## src/design/assert_macros.svh

```systemverilog
// assertion macros shared by the rtl files
`ifndef ASSERT_MACROS_SVH
`define ASSERT_MACROS_SVH
// implication checked at every clock edge outside reset
`define CHK_IMPL(label, clk, rst_n, pre, post) \
  label: assert property (@(posedge clk) disable iff (!rst_n) (pre) |-> (post)) \
    else $error("check failed");
// check that a condition never holds
`define CHK_NEVER(label, clk, rst_n, cond) \
  label: assert property (@(posedge clk) disable iff (!rst_n) !(cond)) \
    else $error("forbidden condition");
`endif

```

## src/design/sha256_pkg.sv

```systemverilog
// shared types, constants and round functions of the sha-256 hasher
`timescale 1ns / 1ps
package sha256_pkg;

  typedef struct packed {
    logic [7:0] data_byte;
    logic       byte_present;
    logic       end_of_message;
  } sha_in_t;

  typedef struct packed {
    logic [31:0] digest_word;
    logic [2:0]  word_index;
    logic        last_word;
  } sha_out_t;

  // queue entry from front to back: a full block and whether it ends a message
  typedef struct packed {
    logic [511:0] block;
    logic         last;
  } sha_job_t;

  localparam int QUEUE_DEPTH = 2;

  localparam logic [255:0] INIT_H = {
    32'h6a09e667, 32'hbb67ae85, 32'h3c6ef372, 32'ha54ff53a,
    32'h510e527f, 32'h9b05688c, 32'h1f83d9ab, 32'h5be0cd19};

  localparam logic [7:0] PAD_BYTE = 8'h80;
  localparam logic [5:0] LEN_POS  = 6'd56;

  function automatic logic [31:0] round_k(input logic [5:0] i);
    logic [31:0] k;
    case (i)
      6'd0: k = 32'h428a2f98;  6'd1: k = 32'h71374491;  6'd2: k = 32'hb5c0fbcf;
      6'd3: k = 32'he9b5dba5;  6'd4: k = 32'h3956c25b;  6'd5: k = 32'h59f111f1;
      6'd6: k = 32'h923f82a4;  6'd7: k = 32'hab1c5ed5;  6'd8: k = 32'hd807aa98;
      6'd9: k = 32'h12835b01;  6'd10: k = 32'h243185be; 6'd11: k = 32'h550c7dc3;
      6'd12: k = 32'h72be5d74; 6'd13: k = 32'h80deb1fe; 6'd14: k = 32'h9bdc06a7;
      6'd15: k = 32'hc19bf174; 6'd16: k = 32'he49b69c1; 6'd17: k = 32'hefbe4786;
      6'd18: k = 32'h0fc19dc6; 6'd19: k = 32'h240ca1cc; 6'd20: k = 32'h2de92c6f;
      6'd21: k = 32'h4a7484aa; 6'd22: k = 32'h5cb0a9dc; 6'd23: k = 32'h76f988da;
      6'd24: k = 32'h983e5152; 6'd25: k = 32'ha831c66d; 6'd26: k = 32'hb00327c8;
      6'd27: k = 32'hbf597fc7; 6'd28: k = 32'hc6e00bf3; 6'd29: k = 32'hd5a79147;
      6'd30: k = 32'h06ca6351; 6'd31: k = 32'h14292967; 6'd32: k = 32'h27b70a85;
      6'd33: k = 32'h2e1b2138; 6'd34: k = 32'h4d2c6dfc; 6'd35: k = 32'h53380d13;
      6'd36: k = 32'h650a7354; 6'd37: k = 32'h766a0abb; 6'd38: k = 32'h81c2c92e;
      6'd39: k = 32'h92722c85; 6'd40: k = 32'ha2bfe8a1; 6'd41: k = 32'ha81a664b;
      6'd42: k = 32'hc24b8b70; 6'd43: k = 32'hc76c51a3; 6'd44: k = 32'hd192e819;
      6'd45: k = 32'hd6990624; 6'd46: k = 32'hf40e3585; 6'd47: k = 32'h106aa070;
      6'd48: k = 32'h19a4c116; 6'd49: k = 32'h1e376c08; 6'd50: k = 32'h2748774c;
      6'd51: k = 32'h34b0bcb5; 6'd52: k = 32'h391c0cb3; 6'd53: k = 32'h4ed8aa4a;
      6'd54: k = 32'h5b9cca4f; 6'd55: k = 32'h682e6ff3; 6'd56: k = 32'h748f82ee;
      6'd57: k = 32'h78a5636f; 6'd58: k = 32'h84c87814; 6'd59: k = 32'h8cc70208;
      6'd60: k = 32'h90befffa; 6'd61: k = 32'ha4506ceb; 6'd62: k = 32'hbef9a3f7;
      default: k = 32'hc67178f2;
    endcase
    return k;
  endfunction

  function automatic logic [31:0] rotr(input logic [31:0] x, input int n);
    return (x >> n) | (x << (32 - n));
  endfunction

endpackage

```

## src/design/sha256_front.sv

```systemverilog
// byte gatherer and padder: builds 64-byte blocks and hands them to the queue
`timescale 1ns / 1ps
module sha256_front
  import sha256_pkg::*;
(
  input  logic     clk,
  input  logic     rst_n,
  input  logic     in_valid,
  output logic     in_stall,
  input  sha_in_t  in_data,
  output logic     job_valid,
  input  logic     job_stall,
  output sha_job_t job
);

  typedef enum logic [1:0] {ST_BYTES, ST_PAD, ST_PUSH} st_t;

  st_t          st_r;
  logic [511:0] blk_r;         // byte shift register, first byte ends up on top
  logic [5:0]   fill_r;
  logic [60:0]  len_r;
  logic [63:0]  bits_r;        // bit length, shifted out a byte at a time
  logic         last_r;        // pushed block ends the message
  logic         pad_more_r;    // padding continues after this push
  logic         pad_byte_r;    // next pad byte is 0x80
  logic         len_started_r; // bytes 56..63 of this block carry the length
  logic [7:0]   wr_byte;
  logic         wr_en;

  assign job.block = blk_r;
  assign job.last  = last_r;
  assign job_valid = (st_r == ST_PUSH);
  assign in_stall  = (st_r != ST_BYTES);

  always_comb begin
    wr_en   = 1'b0;
    wr_byte = 8'h00;
    if (st_r == ST_BYTES) begin
      wr_en   = in_valid && in_data.byte_present;
      wr_byte = in_data.data_byte;
    end else if (st_r == ST_PAD) begin
      wr_en = 1'b1;
      if (pad_byte_r) wr_byte = PAD_BYTE;
      else if (len_started_r) wr_byte = bits_r[63:56];
      else wr_byte = 8'h00;
    end
  end

  always_ff @(posedge clk) begin
    if (wr_en) blk_r <= {blk_r[503:0], wr_byte};
  end

  always_ff @(posedge clk) begin
    if (!rst_n) begin
      st_r <= ST_BYTES;
      fill_r <= '0;
      len_r <= '0;
      last_r <= 1'b0;
      pad_more_r <= 1'b0;
      pad_byte_r <= 1'b0;
      len_started_r <= 1'b0;
      bits_r <= '0;
    end else begin
      unique case (st_r)
        ST_BYTES: begin
          if (in_valid) begin
            if (in_data.byte_present) begin
              fill_r <= fill_r + 6'd1;
              len_r  <= len_r + 61'd1;
            end
            if (in_data.end_of_message) begin
              bits_r <= {len_r + 61'(in_data.byte_present), 3'b000};
              pad_more_r <= 1'b1;
              pad_byte_r <= 1'b1;
              last_r <= 1'b0;
              if (in_data.byte_present && fill_r == 6'd63) st_r <= ST_PUSH;
              else st_r <= ST_PAD;
            end else if (in_data.byte_present && fill_r == 6'd63) begin
              last_r <= 1'b0;
              pad_more_r <= 1'b0;
              st_r <= ST_PUSH;
            end
          end
        end
        ST_PAD: begin
          pad_byte_r <= 1'b0;
          fill_r <= fill_r + 6'd1;
          if (len_started_r) bits_r <= {bits_r[55:0], 8'h00};
          // zeros stop at byte 56, the length field follows
          if (fill_r == LEN_POS - 6'd1) len_started_r <= 1'b1;
          if (fill_r == 6'd63) begin
            last_r <= len_started_r;
            pad_more_r <= !len_started_r;
            len_started_r <= 1'b0;
            st_r <= ST_PUSH;
          end
        end
        ST_PUSH: begin
          if (!job_stall) begin
            if (pad_more_r) st_r <= ST_PAD;
            else begin
              st_r <= ST_BYTES;
              if (last_r) len_r <= '0;
            end
            last_r <= 1'b0;
          end
        end
        default: st_r <= ST_BYTES;
      endcase
    end
  end

endmodule

```

## src/design/sha256_queue.sv

```systemverilog
// two-entry queue of blocks between front and back
`timescale 1ns / 1ps
module sha256_queue
  import sha256_pkg::*;
(
  input  logic     clk,
  input  logic     rst_n,
  input  logic     wr_valid,
  output logic     wr_stall,
  input  sha_job_t wr_job,
  output logic     rd_valid,
  input  logic     rd_stall,
  output sha_job_t rd_job
);
  `include "assert_macros.svh"

  sha_job_t mem_r [QUEUE_DEPTH];
  logic     wp_r, rp_r;
  logic [1:0] cnt_r;
  logic push, pop;

  assign wr_stall = (cnt_r == 2'(QUEUE_DEPTH));
  assign rd_valid = (cnt_r != 2'd0);
  assign rd_job   = mem_r[rp_r];
  assign push = wr_valid && !wr_stall;
  assign pop  = rd_valid && !rd_stall;

  always_ff @(posedge clk) begin
    if (push) mem_r[wp_r] <= wr_job;
  end

  always_ff @(posedge clk) begin
    if (!rst_n) begin
      wp_r <= 1'b0; rp_r <= 1'b0; cnt_r <= '0;
    end else begin
      if (push) wp_r <= !wp_r;
      if (pop) rp_r <= !rp_r;
      cnt_r <= cnt_r + 2'(push) - 2'(pop);
    end
  end

  `CHK_NEVER(a_cnt_range, clk, rst_n, cnt_r > 2'(QUEUE_DEPTH))
  `CHK_IMPL(a_ptr_match, clk, rst_n, cnt_r == 2'd0 || cnt_r == 2'd2, wp_r == rp_r)
  `CHK_IMPL(a_one_ptr, clk, rst_n, cnt_r == 2'd1, wp_r != rp_r)
endmodule

```

## src/design/sha256_back.sv

```systemverilog
// compression engine: one round per cycle, then digest words out after the last block of a message
`timescale 1ns / 1ps
module sha256_back
  import sha256_pkg::*;
(
  input  logic     clk,
  input  logic     rst_n,
  input  logic     job_valid,
  output logic     job_stall,
  input  sha_job_t job,
  output logic     out_valid,
  input  logic     out_stall,
  output sha_out_t out_data
);
  `include "assert_macros.svh"

  typedef enum logic [1:0] {ST_IDLE, ST_ROUND, ST_FOLD, ST_EMIT} st_t;

  st_t          st_r;
  logic [31:0]  h_r [8];
  logic [31:0]  v_r [8];
  logic [31:0]  w_r [16];
  logic [5:0]   rnd_r;
  logic [2:0]   idx_r;
  logic         last_r;
  logic [31:0]  t1, t2, s0, s1, wn;

  assign job_stall = (st_r != ST_IDLE);
  assign out_valid = (st_r == ST_EMIT);
  assign out_data.digest_word = h_r[idx_r];
  assign out_data.word_index  = idx_r;
  assign out_data.last_word   = (idx_r == 3'd7);

  always_comb begin
    t1 = v_r[7] + (rotr(v_r[4], 6) ^ rotr(v_r[4], 11) ^ rotr(v_r[4], 25))
       + ((v_r[4] & v_r[5]) ^ (~v_r[4] & v_r[6])) + round_k(rnd_r) + w_r[0];
    t2 = (rotr(v_r[0], 2) ^ rotr(v_r[0], 13) ^ rotr(v_r[0], 22))
       + ((v_r[0] & v_r[1]) ^ (v_r[0] & v_r[2]) ^ (v_r[1] & v_r[2]));
    s0 = rotr(w_r[1], 7) ^ rotr(w_r[1], 18) ^ (w_r[1] >> 3);
    s1 = rotr(w_r[14], 17) ^ rotr(w_r[14], 19) ^ (w_r[14] >> 10);
    wn = w_r[0] + s0 + w_r[9] + s1;
  end

  always_ff @(posedge clk) begin
    if (!rst_n) begin
      st_r <= ST_IDLE;
      rnd_r <= '0; idx_r <= '0; last_r <= 1'b0;
      for (int i = 0; i < 8; i++) h_r[i] <= INIT_H[255 - 32*i -: 32];
    end else begin
      unique case (st_r)
        ST_IDLE: begin
          if (job_valid) begin
            for (int i = 0; i < 16; i++) w_r[i] <= job.block[511 - 32*i -: 32];
            for (int i = 0; i < 8; i++) v_r[i] <= h_r[i];
            last_r <= job.last;
            rnd_r <= '0;
            st_r <= ST_ROUND;
          end
        end
        ST_ROUND: begin
          for (int i = 0; i < 15; i++) w_r[i] <= w_r[i+1];
          w_r[15] <= wn;
          v_r[7] <= v_r[6]; v_r[6] <= v_r[5]; v_r[5] <= v_r[4];
          v_r[4] <= v_r[3] + t1;
          v_r[3] <= v_r[2]; v_r[2] <= v_r[1]; v_r[1] <= v_r[0];
          v_r[0] <= t1 + t2;
          rnd_r <= rnd_r + 6'd1;
          if (rnd_r == 6'd63) st_r <= ST_FOLD;
        end
        ST_FOLD: begin
          for (int i = 0; i < 8; i++) h_r[i] <= h_r[i] + v_r[i];
          idx_r <= '0;
          st_r <= last_r ? ST_EMIT : ST_IDLE;
        end
        ST_EMIT: begin
          if (!out_stall) begin
            idx_r <= idx_r + 3'd1;
            if (idx_r == 3'd7) begin
              for (int i = 0; i < 8; i++) h_r[i] <= INIT_H[255 - 32*i -: 32];
              st_r <= ST_IDLE;
            end
          end
        end
        default: st_r <= ST_IDLE;
      endcase
    end
  end

  `CHK_IMPL(a_emit_last, clk, rst_n, st_r == ST_EMIT, last_r)
  `CHK_IMPL(a_round_end, clk, rst_n, st_r == ST_ROUND && rnd_r == 6'd63, ##1 st_r == ST_FOLD)
  `CHK_IMPL(a_hold, clk, rst_n, out_valid && out_stall, ##1 out_valid && $stable(idx_r))
endmodule

```

## src/design/sha256_stream_hasher_core.sv

```systemverilog
// top level of the streaming sha-256 hasher
`timescale 1ns / 1ps
// usage
// in channel: one transfer per message byte (byte_present) and/or end marker
//   (end_of_message); an end transfer with no byte is allowed (empty message)
// out channel: eight transfers of the digest, word 0 (most significant) first,
//   last_word high on word 7
// throughput: one byte per cycle while a block gathers, with in stalled while each full block is
//   handed to a two-entry queue; the compression engine loads each block, runs its rounds and
//   folds it into the chaining words, so bytes of the next block overlap it
// padding keeps in stalled from the end transfer until the last padded block is pushed, and
//   longer while the queue is full
// with an idle engine digest word 0 is offered once the last padded block has been pushed,
//   loaded, run through its rounds and folded, and later when padding needs a second block;
//   each block still waiting ahead of it adds its own compression
// a stalled out channel holds the current word; the engine and then the queue
//   fill up and the in channel stalls in turn
// reset: synchronous active low; chaining words return to the initial value,
//   byte count and length clear, queue empties
module sha256_stream_hasher_core
  import sha256_pkg::*;
(
  input  logic     clk,
  input  logic     rst_n,
  input  logic     in_valid,
  output logic     in_stall,
  input  sha_in_t  in_data,
  output logic     out_valid,
  input  logic     out_stall,
  output sha_out_t out_data
);

  // front to queue
  logic     f_valid, f_stall;
  sha_job_t f_job;
  // queue to back
  logic     q_valid, q_stall;
  sha_job_t q_job;

  sha256_front u_front (
    .clk, .rst_n, .in_valid, .in_stall, .in_data,
    .job_valid(f_valid), .job_stall(f_stall), .job(f_job)
  );

  sha256_queue u_queue (
    .clk, .rst_n,
    .wr_valid(f_valid), .wr_stall(f_stall), .wr_job(f_job),
    .rd_valid(q_valid), .rd_stall(q_stall), .rd_job(q_job)
  );

  sha256_back u_back (
    .clk, .rst_n,
    .job_valid(q_valid), .job_stall(q_stall), .job(q_job),
    .out_valid, .out_stall, .out_data
  );

endmodule
```

## config.mk

```make
export PLATFORM = sky130hd
export DESIGN_NAME = sha256_stream_hasher_core
export DESIGN_NICKNAME = d
export VERILOG_FILES = /design/src/design/sha256_pkg.sv /design/src/design/sha256_front.sv /design/src/design/sha256_queue.sv /design/src/design/sha256_back.sv /design/src/design/sha256_stream_hasher_core.sv
export VERILOG_INCLUDE_DIRS = /design/src /design/src/design
export SDC_FILE = /design/constraint.sdc
export NUM_CORES = 2
export LEC_CHECK = 0
export ABC_AREA = 1
export BUFFER_PORTS_ARGS = -buffer_cell sky130_fd_sc_hd__buf_2
export CORE_MARGIN = 2
export CORE_UTILIZATION = 25
export CTS_CLUSTER_SIZE = 30
export DETAILED_ROUTE_END_ITERATION = 10
export SLEW_MARGIN = 20
export SYNTH_ARGS = -nofsm -noshare
export SYNTH_HDL_FRONTEND = slang
export SYNTH_MEMORY_MAX_BITS = 65536
export SYNTH_SLANG_ARGS = --single-unit
export TNS_END_PERCENT = 50
```

## constraint.sdc

```tcl
create_clock -name clk -period 40.3 [get_ports clk]
set_clock_uncertainty 0.2 [all_clocks]
set_input_delay 4.03 -clock clk [delete_from_list [all_inputs] [get_ports clk]]
set_output_delay 4.03 -clock clk [all_outputs]
set_load 0.05 [all_outputs]
```

==> impl_metrics.csv <==
group,metric,value,unit
status,outcome,"finished, final reports clean",
hold_path,hp-start,"u_front.blk_r[508]",
grt,grt_pass1_wl,625000,um
logic_synthesis,synth_seq_area_share,58.9,%
hold_path,hold_depth,0,
place,place_area,143000,um^2
worst_setup_path,worstPathArrival,4.69,ns
layout,drive_gt1_share,4.98,%
clock_network,cts_resized,0,
grt,gr-total-overflow,0,
floorplan,die-width,738,um
sta,hold_viol_final,0,
run,maxCapViolCount,0,
worst_setup_path,crit_path_start_kind,"flop",
layout,stdcell_area,152000,um^2
worst_setup_path,criticalPathCategory,"reg2out",
worst_setup_path,critical_path.max_fanout,62,
worst_setup_path,crit_path_frequent_cell,"buf_4",
floorplan,dieArea,545000,um^2
clock_network,cts_tree,"yes",
sta,rsz0062_at_grt,"false",
floorplan,die_y,738,um
logic_synthesis,yosys_warnings,0,
sta,maxSlewViolCount,0,
floorplan,core-area,537000,um^2
logic_synthesis,netlist_area,135000,um^2
grt,grt_max_degree,220,
place,dp_slack,30.68,ns
sta,fin_crit_sh,22.1,%
worst_setup_path,path_buf_inv,3,
drt,totalWireLength,430000,um
worst_setup_path,ff2ff_path_depth,26,
sta,setup_viol,0,
floorplan,num_io_pins,52,
drt,drc,0,
clock_network,clock_path_buffers,4,
grt,antenna_found_initial,17,
sta,max_clock_freq,0.112,GHz
logic_synthesis,synthCells,13300,
logic_synthesis,post_synth.cell_area_avg,10.1,um^2
clock_network,cts_sinks,2748,
sta,fin_crit,8.92,ns
layout,nets,13800,
logic_synthesis,yosysUniqueCellTypes,57,
clock_network,postCtsHoldBufs,0,
clock_network,htreeDepth,5,
drt,ant_nets,0,
sta,tightest_slew,1.29,ns
drt,avgRoutedWirePerCell,20.9,um
clock_network,cts-root-buf,"clkbuf_16",
worst_setup_path,r2r_start,"u_back.v_r[0][150]",
sta,finalSetupTns,0,ns
drt,drtIter0Drc,10200,
clock_network,clkTransAtPathRegs,0.06,ns
worst_setup_path,cp.required,36.07,ns
worst_setup_path,slowest_stage,"a31oi_1",
place,port_buffers,51,
clock_network,numCtsBuffers,293,
layout,final_common_cell,"nand2_1",
hold_path,hold_path.class,"reg2reg",
clock_network,clk_latency,0.99,ns
logic_synthesis,syn_nets,13900,
worst_setup_path,cpPeakStageDelay,0.96,ns
worst_setup_path,endpoint_kind,"primary output",
worst_setup_path,crit_family,"compound AO/OA/AOI/OAI gates",
place,place_congestion,0.996,
place,dp_hpwl,307000,um
clock_network,postCtsSetupRepairBufs,0,
sta,final.setup.worst_slack,31.38,ns
drt,via_per_inst,4.79,
worst_setup_path,cp_cell_sequence,"buf_4, buf_4, nand2_1, o21ai_0, a21oi_1, a31oi_1, buf_2",
grt,grt_pass1_vias,93000,
logic_synthesis,synth-seq-cells,2748,
worst_setup_path,rrSetupSlack,32.39,ns
layout,final_cell_mix,"nand2_1 (2,830), edfxtp_1 (2,434), nor2_1 (1,364)",
grt,grt_util_all_layers,15.2,%
sta,maxSlewHeadroom,14.1,%
worst_setup_path,r2r-end,"u_back.v_r[0][31]",
drt,num_vias,98800,
hold_path,min_to,"u_queue.mem_r[0][509]",
floorplan,rows,269,
floorplan,initial_utilization,25.1,%
drt,dr.pass1.iters,8,
layout,area_growth,13.0,%
## cell usage after synthesis, drive strengths merged
cell type	n	share of area, %
nand2	2841	7.9
edfxtp	2434	54
nor2	1384	3.9
inv	1196	3.3
a21oi	933	3.5
o21ai	895	3.3
clkbuf	469	1.3
nand3	460	1.7
ha	397	3.7
a31oi	393	1.8
dfxtp	314	4.7
xor2	211	1.4
fa	195	2.9
o31ai	168	0.94
xnor2	159	1.0
nand4	145	0.69
nor3	105	0.39
a21o	84	0.47
buf	70	0.24
o211ai	63	0.35
o21a	49	0.27
o21bai	48	0.27
a21boi	46	0.26
or2	43	0.20
mux2i	30	0.22
nand3b	30	0.17
nor4	26	0.12
o221ai	21	0.14
maj3	19	0.14
o22ai	11	0.051
a211oi	10	0.056
a31o	9	0.059
a32o	7	0.052
and3	7	0.033
o311ai	6	0.039
o2111ai	5	0.033
and2	4	0.019
nor3b	4	0.022
a221oi	3	0.020
o221a	3	0.025
a22oi	1	0.0056
a32oi	1	0.0065
clkinv	1	0.0028
o32ai	1	0.0065
## worst reg2reg max path: cells and delay by family (launching register included)
kind	cells	cell delay (ns)
and+or+nand+nor	4	0.44
buffers and inverters	3	0.20
xor gates and xnor gates	3	1.15
adders and majority gates	6	2.80
AOI/OAI and AO/OA	10	2.10
DFF	1	0.75
## layer usage
metal	GRT usage, %	vias up	part of all wire [%]
met3	3.01	774	8.2
met2	23.9	3774	45
met1	20.7	48300	43
li1	-	45900	-
met5	0	-	0.018
met4	5.45	12	4.0
## logic make-up after synthesis
| kind of cell | Yosys count | synth area share (%) |
|---|---|---|
| AOI/OAI and AO/OA | 2757 | 11.7 |
| xor gates and xnor gates | 370 | 2.41 |
| adders and majority gates | 611 | 6.73 |
| buffers and inverters | 1736 | 4.88 |
| DFF | 2748 | 58.9 |
| muxes | 30 | 0.223 |
| and+or+nand+nor | 5049 | 15.2 |
## stage by stage
step | cells | hold slack (ns) | util, %
2_1_floorplan | 13300 | 0.221 | -
3_5_place_dp | 20100 | 0.232 | 26.6
3_3_place_gp | 20100 | 0.224 | 26.6
6_report | 20600 | 0.249 | 28.4
5_1_grt | 20600 | 0.254 | 28.4
4_1_cts | 20600 | 0.239 | 28.4
## final cells by class
type	instances	area, um^2
Antenna cell	4	10.0
Timing Repair Buffer	148	1130
Tap cell	7181	8980
Multi-Input combinational cell	8817	48800
Inverter	1197	4520
Fill cell	55600	385000
Clock buffer	363	7730
Sequential cell	2748	79400
Clock inverter	159	1670
## flip-flops by register name, summed over array words and instances, names as in the netlist, named ones only
| signal | cells |
|---|---|
| u_front.fill_r | 6 |
| u_back.idx_r | 3 |
| u_back.st_r | 2 |
| u_back.h_r | 256 |
| u_front.last_r | 1 |
| u_front.len_r | 61 |
| u_front.pad_more_r | 1 |
| u_back.v_r | 256 |
| u_queue.cnt_r | 2 |
| u_back.last_r | 1 |
| u_front.pad_byte_r | 1 |
| u_front.len_started_r | 1 |
| u_back.w_r | 512 |
| u_front.st_r | 2 |
| u_back.rnd_r | 6 |
| u_queue.wp_r | 1 |
| u_front.bits_r | 61 |
| u_queue.mem_r | 1026 |
| u_queue.rp_r | 1 |
| u_front.blk_r | 512 |
## worst max path at each step
stage                                     end  slack (ns)  depth (start not counted)
final                            out_data[28]       31.38                          7
after global routing             out_data[28]       31.38                          7
after CTS                        out_data[34]       31.59                          7
after detailed placement    u_back.v_r[0][11]       30.68                         10
after global placement      u_back.v_r[0][11]       30.74                         10
after floorplan           u_queue.mem_r[1][0]       16.64                          5
Power is left out: the tool's default activity adds up to more than one toggle a clock period on the data nets, which glitch-free logic cannot reach.
